File: src/sv/spq_pkg.sv
`timescale 1ns / 1ps

package spq_pkg;

	localparam int QUEUE_DEPTH = 32;
	localparam int POS_W       = 6;
	localparam int DATA_W      = 16;

	localparam logic OP_INSERT = 1'b0;
	localparam logic OP_REMOVE = 1'b1;

	typedef struct packed {
		logic                     opcode;
		logic [DATA_W-1:0]        payload_in;
		logic signed [DATA_W-1:0] priority_in;
	} req_t;

	typedef struct packed {
		logic [POS_W-1:0]         insert_position;
		logic [DATA_W-1:0]        payload_out;
		logic signed [DATA_W-1:0] priority_out;
		logic                     was_empty;
		logic                     rejected_full;
	} rsp_t;

	// one stored entry, as handed between neighbouring cells
	typedef struct packed {
		logic                     valid;
		logic [DATA_W-1:0]        payload;
		logic signed [DATA_W-1:0] prio;
	} entry_t;

	// broadcast to every cell in the row
	typedef struct packed {
		logic                     ins;
		logic                     rem;
		logic [DATA_W-1:0]        payload;
		logic signed [DATA_W-1:0] prio;
	} cell_cmd_t;

	localparam entry_t ENTRY_NONE = '{valid: 1'b0, payload: '0, prio: '0};

endpackage

File: src/sv/sorted_priority_queue.sv
`timescale 1ns / 1ps
// channel | dir | handshake             | payload
// req     | in  | req_valid / req_stall | req_t: opcode, payload_in, priority_in
// rsp     | out | rsp_valid / rsp_stall | rsp_t: insert_position, payload_out,
//         |     |                       |        priority_out, was_empty, rejected_full
//
// One request per cycle while req_stall is low: every cell compares and shifts
// in the cycle the request is taken, and the response is registered for rsp.
// Reset clears only the cell valid bits and the output control; stored data is
// left as is. A stalled response is held, a second one is caught in a skid
// register and req_stall rises only while that skid register is occupied.

module sorted_priority_queue import spq_pkg::*; (
	input  logic clk,
	input  logic arst_n,
	input  logic req_valid,
	output logic req_stall,
	input  req_t req,
	output logic rsp_valid,
	input  logic rsp_stall,
	output rsp_t rsp
);

	entry_t    entries [QUEUE_DEPTH];
	logic      keeps   [QUEUE_DEPTH];
	logic      heres   [QUEUE_DEPTH];
	cell_cmd_t cmd;

	logic accept;
	logic full;
	logic empty;
	rsp_t result;

	logic rsp_valid_q;
	rsp_t rsp_q;
	logic skid_valid_q;
	rsp_t skid_q;

	assign req_stall = skid_valid_q;
	assign accept    = req_valid && !req_stall;

	// queue stays packed towards the head, so the end cells tell fill state
	assign empty = !entries[0].valid;
	assign full  = entries[QUEUE_DEPTH-1].valid;

	assign cmd.ins     = accept && (req.opcode == OP_INSERT) && !full;
	assign cmd.rem     = accept && (req.opcode == OP_REMOVE) && !empty;
	assign cmd.payload = req.payload_in;
	assign cmd.prio    = req.priority_in;

	// the row of cells: each looks at its neighbours only
	for (genvar i = 0; i < QUEUE_DEPTH; i++) begin : g_cell
		entry_t left_e;
		entry_t right_e;
		logic   left_k;

		if (i == 0) begin : g_first
			assign left_e = ENTRY_NONE;
			assign left_k = 1'b1;
		end else begin : g_mid
			assign left_e = entries[i-1];
			assign left_k = keeps[i-1];
		end

		if (i == QUEUE_DEPTH-1) begin : g_last
			assign right_e = ENTRY_NONE;
		end else begin : g_inner
			assign right_e = entries[i+1];
		end

		spq_cell u_cell (
			.clk       (clk),
			.arst_n    (arst_n),
			.cmd       (cmd),
			.is_head   (i == 0),
			.left      (left_e),
			.left_keep (left_k),
			.right     (right_e),
			.entry     (entries[i]),
			.keep      (keeps[i]),
			.here      (heres[i])
		);
	end

	// response for the request being taken; position is one-hot to index
	always_comb begin
		result = '0;
		if (req.opcode == OP_INSERT) begin
			if (full) begin
				result.rejected_full = 1'b1;
			end else begin
				for (int i = 0; i < QUEUE_DEPTH; i++) begin
					if (heres[i]) begin
						result.insert_position = result.insert_position | POS_W'(i);
					end
				end
			end
		end else begin
			if (empty) begin
				result.was_empty = 1'b1;
			end else begin
				result.payload_out  = entries[0].payload;
				result.priority_out = entries[0].prio;
			end
		end
	end

	// output register with skid behind it
	always_ff @(posedge clk or negedge arst_n) begin
		if (!arst_n) begin
			rsp_valid_q  <= 1'b0;
			skid_valid_q <= 1'b0;
		end else if (!rsp_valid_q || !rsp_stall) begin
			rsp_valid_q  <= skid_valid_q || accept;
			skid_valid_q <= 1'b0;
		end else if (accept) begin
			skid_valid_q <= 1'b1;
		end
	end

	always_ff @(posedge clk) begin
		if (!rsp_valid_q || !rsp_stall) begin
			rsp_q <= skid_valid_q ? skid_q : result;
		end else if (accept) begin
			skid_q <= result;
		end
	end

	assign rsp_valid = rsp_valid_q;
	assign rsp       = rsp_q;

endmodule

File: src/sv/spq_cell.sv
`timescale 1ns / 1ps

module spq_cell import spq_pkg::*; (
	input  logic      clk,
	input  logic      arst_n,
	input  cell_cmd_t cmd,
	input  logic      is_head,
	input  entry_t    left,
	input  logic      left_keep,
	input  entry_t    right,
	output entry_t    entry,
	output logic      keep,
	output logic      here
);

	logic                     valid_q;
	logic [DATA_W-1:0]        payload_q;
	logic signed [DATA_W-1:0] prio_q;

	// head keeps its place on a tie, the rest only when strictly greater
	assign keep = valid_q && ((prio_q > cmd.prio) || (is_head && (prio_q == cmd.prio)));
	assign here = !keep && left_keep;

	assign entry = '{valid: valid_q, payload: payload_q, prio: prio_q};

	always_ff @(posedge clk or negedge arst_n) begin
		if (!arst_n) begin
			valid_q <= 1'b0;
		end else if (cmd.rem) begin
			valid_q <= right.valid;
		end else if (cmd.ins && !keep) begin
			valid_q <= left_keep ? 1'b1 : left.valid;
		end
	end

	always_ff @(posedge clk) begin
		if (cmd.rem) begin
			payload_q <= right.payload;
			prio_q    <= right.prio;
		end else if (cmd.ins && !keep) begin
			payload_q <= left_keep ? cmd.payload : left.payload;
			prio_q    <= left_keep ? cmd.prio : left.prio;
		end
	end

endmodule
File: config.mk
export PLATFORM = sky130hd
export DESIGN_NAME = sorted_priority_queue
export DESIGN_NICKNAME = d
export VERILOG_FILES = /design/src/sv/spq_pkg.sv /design/src/sv/sorted_priority_queue.sv /design/src/sv/spq_cell.sv
export SDC_FILE = /design/constraint.sdc
export NUM_CORES = 2
export LEC_CHECK = 0
export ABC_CLOCK_PERIOD_IN_PS = 8000
export BUFFER_PORTS_ARGS = -buffer_cell sky130_fd_sc_hd__buf_4
export CORE_MARGIN = 1
export CORE_UTILIZATION = 26
export CTS_BUF_LIST = sky130_fd_sc_hd__clkbuf_16
export CTS_CLUSTER_DIAMETER = 120
export DETAILED_ROUTE_END_ITERATION = 16
export HOLD_SLACK_MARGIN = 0.02
export PLACE_DENSITY = 0.51
export SLEW_MARGIN = 20
export SYNTH_ARGS = -nofsm -noshare
export SYNTH_HDL_FRONTEND = slang
export SYNTH_SLANG_ARGS = --single-unit
File: constraint.sdc
create_clock -name clk -period 8 [get_ports clk]
set_input_delay 0.8 -clock clk [delete_from_list [all_inputs] [get_ports clk]]
set_output_delay 0.8 -clock clk [all_outputs]
set_load 0.01 [all_outputs]
# ---- Word-level counts from Yosys, hierarchy flattened
# Cells that the tools add are included.
# Widths: inputs -> output; s select.
dict set report totals {
  output_inout_bits 42
  wordCells 807
  reg_bits 1138
  in_bits 37
}
dict set report classes {
  muxes 491
  bitwise 2
  reduce_logical 173
  n_lt_le_gt_ge 32
  eq_ne 1
}
# operator count
set ops {}
lappend ops {{$mux 16} 252}
lappend ops {{$gt 16x16->1} 32}
lappend ops {{$mux 6} 67}
lappend ops {{$mux 1} 136}
lappend ops {{$mux 40} 3}
lappend ops {{$logic_and 1x1->1} 100}
lappend ops {{$mux 5} 16}
lappend ops {{$reduce_bool 2->1} 33}
lappend ops {{$mux 32} 2}
lappend ops {{$logic_not 1->1} 36}
lappend ops {{$mux 33} 1}
lappend ops {{$mux 4} 8}
lappend ops {{$eq 16x16->1} 1}
lappend ops {{$mux 3} 4}
lappend ops {{$mux 2} 2}
lappend ops {{$logic_or 1x1->1} 3}
lappend ops {{$not 1->1} 2}
lappend ops {{$reduce_and 2->1} 1}

# ---- Depth between registers and ports, before layout
dict set report logic_depth {
  word_depth 102
  ltp_mapped 12
  depth_no_buf 11
}

# ---- Modules after synthesis
# Synthesis repeated with hierarchy kept, for this count alone.
dict set report unflattened {
  hier_cells 7022
  area_unflattened_um2 72635.9
}
# module instances area_per_inst_um2 seq_area_each_um2 cells_per_inst
set by_module_without_submodules {}
lappend by_module_without_submodules {{spq_cell (g_cell[0].u_cell ...)} 17 2164.6 985.9 211}
lappend by_module_without_submodules {{spq_cell (g_cell[25].u_cell ...)} 15 2168.3 985.9 215}
lappend by_module_without_submodules {sorted_priority_queue 1 3313.2 2392.3 210}

# ---- Worst setup path before layout
# Ideal clock, no wire load.
dict set report synth_timing {
  path_kind {in2reg}
  startpoint {input port req[14] in the netlist's numbering}
  endpoint {register g_cell[11].u_cell.payload_q[0] (enable)}
  n_path_buf 2
  t_arrival_ps 5184
  t_required_ps 7567
  setup_time_ps 433
  stages 10
  setup_slack_ps 2382
  path_cell_list {clkinv_1 ha_1 nand4_1 or4_1 a21oi_2 o31ai_1 nor3b_2 buf_4 buf_2 a21oi_1}
}
dict set report synth_via {
  elab_chain_cells 5
}
# item line_no
set synth_lines {}
lappend synth_lines {{start, declared} sorted_priority_queue.sv:18} ;# input req_t req,
lappend synth_lines {{$gt 16x16->1} spq_cell.sv:21} ;# assign keep = valid_q && ((prio_q > cmd.prio) || (is_head && (prio_q == cmd.prio)));
lappend synth_lines {{$logic_and 1x1->1} spq_cell.sv:21}
lappend synth_lines {{$logic_not 1->1} spq_cell.sv:40} ;# end else if (cmd.ins && !keep) begin
lappend synth_lines {{$logic_and 1x1->1} spq_cell.sv:40}
lappend synth_lines {{$reduce_bool 2->1 (no source line)} --}
lappend synth_lines {{end signal, assigned} spq_cell.sv:38} ;# payload_q <= right.payload;
lappend synth_lines {{end signal, assigned} spq_cell.sv:41} ;# payload_q <= left_keep ? cmd.payload : left.payload;
lappend synth_lines {{end, declared} spq_cell.sv:17} ;# logic [DATA_W-1:0] payload_q;
# No other way between the ends.
# A chain may end at the register's enable or synchronous reset.

# ---- Worst setup path after layout
dict set report layout_timing {
  startpoint {input port req[11] in the netlist's numbering}
  endpoint {register g_cell[29].u_cell.prio_q[4] (enable)}
}
dict set report layout_via {
  elab_chain_cells 5
}
# item line_no
set layout_lines {}
lappend layout_lines {{$gt 16x16->1} spq_cell.sv:21}
lappend layout_lines {{$logic_and 1x1->1} spq_cell.sv:21}
lappend layout_lines {{$logic_not 1->1} spq_cell.sv:40}
lappend layout_lines {{$logic_and 1x1->1} spq_cell.sv:40}
lappend layout_lines {{$reduce_bool 2->1 (no source line)} --}
lappend layout_lines {{end signal, assigned} spq_cell.sv:39} ;# prio_q <= right.prio;
lappend layout_lines {{end signal, assigned} spq_cell.sv:42} ;# prio_q <= left_keep ? cmd.prio : left.prio;
lappend layout_lines {{end, declared} spq_cell.sv:18} ;# logic signed [DATA_W-1:0] prio_q;
# No other way between the ends.

==> out/summary.md <==
The number of cells on the worst reg-to-reg path is 9. The number of remaining DRC errors is 0, and the share of total power in combinational logic is 35.8%. Proportion of power drawn by flip-flops and latches: 39.8%. STA classifies the critical path endpoint as a flop.

Before CTS, the worst setup slack after placement is 2.45 ns. The final-report hold violation count came out at 0. Total via count in the routed design: 51000.

Setup slack on the critical path of the routed design comes to 3.22 ns. The logs give 2 for the initial antenna violation count and 79 for the count of pins on the block boundary. Mean cell area of the mapped netlist: 10.3 sq um. The critical path is of the in -> reg type. The post-CTS clock slew at the launch and capture registers of the worst setup and hold paths works out to 0.06 ns. For this run, the top clock speed supported by timing is 209 MHz. Global routing used 16.4% of the available tracks.

Clock skew on the completed layout was measured at 0.0372 ns. Summed over all failing endpoints, the final setup total negative slack is 0 ns. On the critical path, the stage with the largest delay is an instance of sky130_fd_sc_hd__a21oi_4. The tools report the kind of start point of the critical path as a primary input.

The placer's final routability congestion estimate is 0.886, and the data arrival time of the worst path is 5.23 ns. The tools report the sequential element share of the synthesized area as 49.5%. The signal on the critical path passes through buf_4 -> inv_2 -> buf_4 -> ha_1 -> and4_1 -> and2_0 -> a22o_1 -> nor4_2 -> mux2_2 -> a21oi_4 -> buf_4. The fraction of registers with async set/reset came out at 2.99%. The area overhead of the layout relative to synthesis is 12.8%. Initial core utilization: 26.2%.

The total grt overflow is 0. The flow ran to the end, and the final reports show no timing, DRC or antenna violations. For the area of the core, the log shows 259000 sq um.

The total number of clock tree sinks was 1136; the synthesis-stage register bit count was 1136. When the netlist entered floorplanning its net count stood at 7126. The number of pins exceeding their max-slew limit in the final report is 0, and the maximum number of pins on one net before global-route repair is 246. Of all nets on the critical path, the largest fanout is 24. Fill cells in the final layout number 26800. At the pin with the least slew margin, the transition time is 1.11 ns.

The average vias per placed instance is 5.13. The final critical-path required period came out at 4.78 ns. The ratio of cells with drive above 1 in the final layout was 7.58%. Setup repair after global routing left no endpoint under its margin. The tools report the number of nets with antenna violations after routing as 0. Counting along the longest clock path gives a buffer depth of 3.

The first TritonRoute pass finished after 6 iterations. The number of global-route vias before repair was 51100; the post-route worst hold slack was 0.0786 ns. For this block, the routed nets add up to 221000 microns of wire.

Power spread over the standard cell area amounts to 318 nW/um^2. The die covers 263000 sq um. The worst-case IR drop observed on VDD is 0.000264 V. The wire length per cell came out at 22.3 microns. TritonCTS built the clock tree. The cell area that synthesis handed to floorplanning was 67900 sq um. The placed instance count was 9706; the floorplan die height was 513 microns. The fraction of power spent switching nets was 37.4%; the design internal power was 15.2 mW. After clock tree synthesis, the repair step resized 0 gates.

The worst slew margin relative to its limit was 26.1%. Setup violations remaining at the end of the flow were counted as 0. For the count of yosys warnings during synthesis, the log shows 0. The netlist uses 82 different library cells. In this run, the number of DRC markers left after iteration 0 of detailed routing was 4567. For this run, the post-layout net count is 6989. The cell sitting at the root of the clock tree is a sky130_fd_sc_hd__clkbuf_16. The first global-routing pass estimated 332000 microns of wire. For this run, the slowest stage of the critical path takes 0.73 ns.

Sorting the synthesized cells by area gives the leading types as sky130_fd_sc_hd__edfxtp_1 47%, sky130_fd_sc_hd__mux2i_1 12%, sky130_fd_sc_hd__ha_1 9.4%. The half-perimeter wire length of the detailed placement result was 154000 microns. The synthesized design devotes to its leading area cell type 47.3% of total area.

The tools report the clock network power share as 24.3%. In this run the tool buffered the top-level ports with 77 buffer cells. Floorplan die width: 513 microns.

Summed over all instances, the cell type with the most area after synthesis is sky130_fd_sc_hd__edfxtp_1. The most used flip-flop cell after synthesis was sky130_fd_sc_hd__edfxtp_1. The most prevalent standard cell on the critical path is sky130_fd_sc_hd__buf_4. In this run the worst hold path is classified as in -> async. For the worst setup path, the data required time is 8.45 ns. The leakage power was 28.6 nW; the synthesized instance count was 6577.

Buffers added to address setup during post-CTS repair amount to 0. The final instance count without filler cells came out at 9950. The tool flagged a number of max-cap violations equal to 0. The level count of the clock H-tree was 4; the later-pin clock latency in the skew report was 0.81 ns.

Of the available clock period, the critical path in the final layout requires 59.8%. After clock tree synthesis, the flow added hold-fix buffers numbering 0. The tools report the row count as 187.

Summed over all nets, the switching power comes to 9.09 mW. The number of flops mapped to enable cells by yosys came out at 1070. The number of clock buffers added by TritonCTS is 133.
==> layer usage <==
| layer | up-vias | part of all wire [%] | global-route usage, % |
|---|---|---|---|
| met5 | - | 0 | 0 |
| met4 | 0 | 2.8 | 5.00 |
| met3 | 299 | 4.8 | 1.88 |
| met2 | 1386 | 47 | 27.2 |
| met1 | 25300 | 45 | 22.3 |
| li1 | 24000 | - | - |
==> per-stage QoR <==
| step | area [sq um] | utilization (%) | power (mW) |
|---|---|---|---|
| after floorplan | 67900 | - | 15.6 |
| after detailed placement | 72400 | 27.9 | 18.5 |
| after global routing | 76500 | 29.5 | 25.6 |
| final | 76500 | 29.5 | 24.3 |
| after global placement | 72200 | 27.8 | 18.3 |
| after CTS | 76500 | 29.5 | 24.4 |
==> flip-flops by register name (all words and copies together), names as in the netlist <==
signal                   cells
req_stall                    1
g_cell.u_cell.prio_q       512
g_cell.u_cell.valid_q       32
skid_q                      39
rsp                         39
g_cell.u_cell.payload_q    512
rsp_valid                    1
==> area by class of cell <==
type / instances / area [sq um] / area share [%]
diodes: 2 / 5.00 / 0.00654
clock buffers: 136 / 3400 / 4.45
clock inverters: 105 / 701 / 0.915
inverters: 93 / 349 / 0.456
multi-input cells: 4882 / 32500 / 42.5
flip-flops and latches: 1136 / 33600 / 43.9
well taps: 3402 / 4260 / 5.56
repair buffers: 194 / 1710 / 2.23
==> cells in the mapped netlist (40+ instances only) <==
cell type / instances
sky130_fd_sc_hd__a21oi_1: 336
sky130_fd_sc_hd__nor2_1: 310
sky130_fd_sc_hd__edfxtp_1: 1070
sky130_fd_sc_hd__and3_1: 43
sky130_fd_sc_hd__clkbuf_1: 335
sky130_fd_sc_hd__o21ai_1: 305
sky130_fd_sc_hd__a211oi_1: 40
sky130_fd_sc_hd__nand4_1: 98
sky130_fd_sc_hd__o21ai_0: 690
sky130_fd_sc_hd__a31oi_1: 86
sky130_fd_sc_hd__nand2_1: 1221
sky130_fd_sc_hd__ha_1: 512
sky130_fd_sc_hd__nand3_1: 45
sky130_fd_sc_hd__inv_1: 77
sky130_fd_sc_hd__mux2i_1: 823
sky130_fd_sc_hd__buf_2: 91
sky130_fd_sc_hd__a21o_1: 62
==> power by group through the flow <==
stage	clock network [mW]	logic (mW)	registers [mW]
after global placement	0	8.47	9.80
after floorplan	0	6.29	9.28
after CTS	6.03	8.71	9.69
after global routing	6.22	9.58	9.81
final	5.91	8.72	9.69
after detailed placement	0	8.70	9.80
==> final timing paths <==
path | end | startpoint | slack (ns)
hold / removal | g_cell[28].u_cell.valid_q | arst_n | 0.08
hold reg to reg | g_cell[31].u_cell.payload_q[1] | g_cell[31].u_cell.payload_q[1] | 0.50
max in group asynchronous | req_stall | arst_n | 7.36
min in group clk | rsp_valid | req_valid | 0.25
setup / recovery | g_cell[29].u_cell.prio_q[4] | req[11] | 3.22
setup reg to reg | g_cell[20].u_cell.payload_q[5] | g_cell[20].u_cell.prio_q[14] | 3.98
==> cells in the final DEF, fill, tap and decap left out, drive strengths merged, types with 86 or more instances in the layout <==
cell type	synthesis	final
nand2	1222	1222
edfxtp	1070	1070
o21ai	995	995
mux2i	824	824
ha	512	512
a21oi	337	337
nor2	310	310
buf	131	194
inv	78	139
clkbuf	335	136
nand4	98	98
a31oi	86	86
==> worst max-delay path: cells and delay by family <==
family | cells | cell delay (ns)
AO/OA/AOI/OAI | 2 | 0.93
adder cells (fa/ha/maj) | 1 | 0.36
buffers and inverters | 4 | 1.68
multiplexers | 1 | 0.51
AND/OR/NAND/NOR | 3 | 0.86
==> cell families (layout without fill, tap and decap cells) <==
kind of cell,Yosys count,in the layout,share of synthesized area (%)
fa+ha+maj,512,512,9.44
other cells,1,3,0.00553
flops,1136,1136,49.5
buf+inv,559,528,3.34
mux,858,858,12.7
compound gates,1665,1665,13.5
simple gates,1846,1846,11.4
No activity file was read; power rests on OpenSTA's default activity.
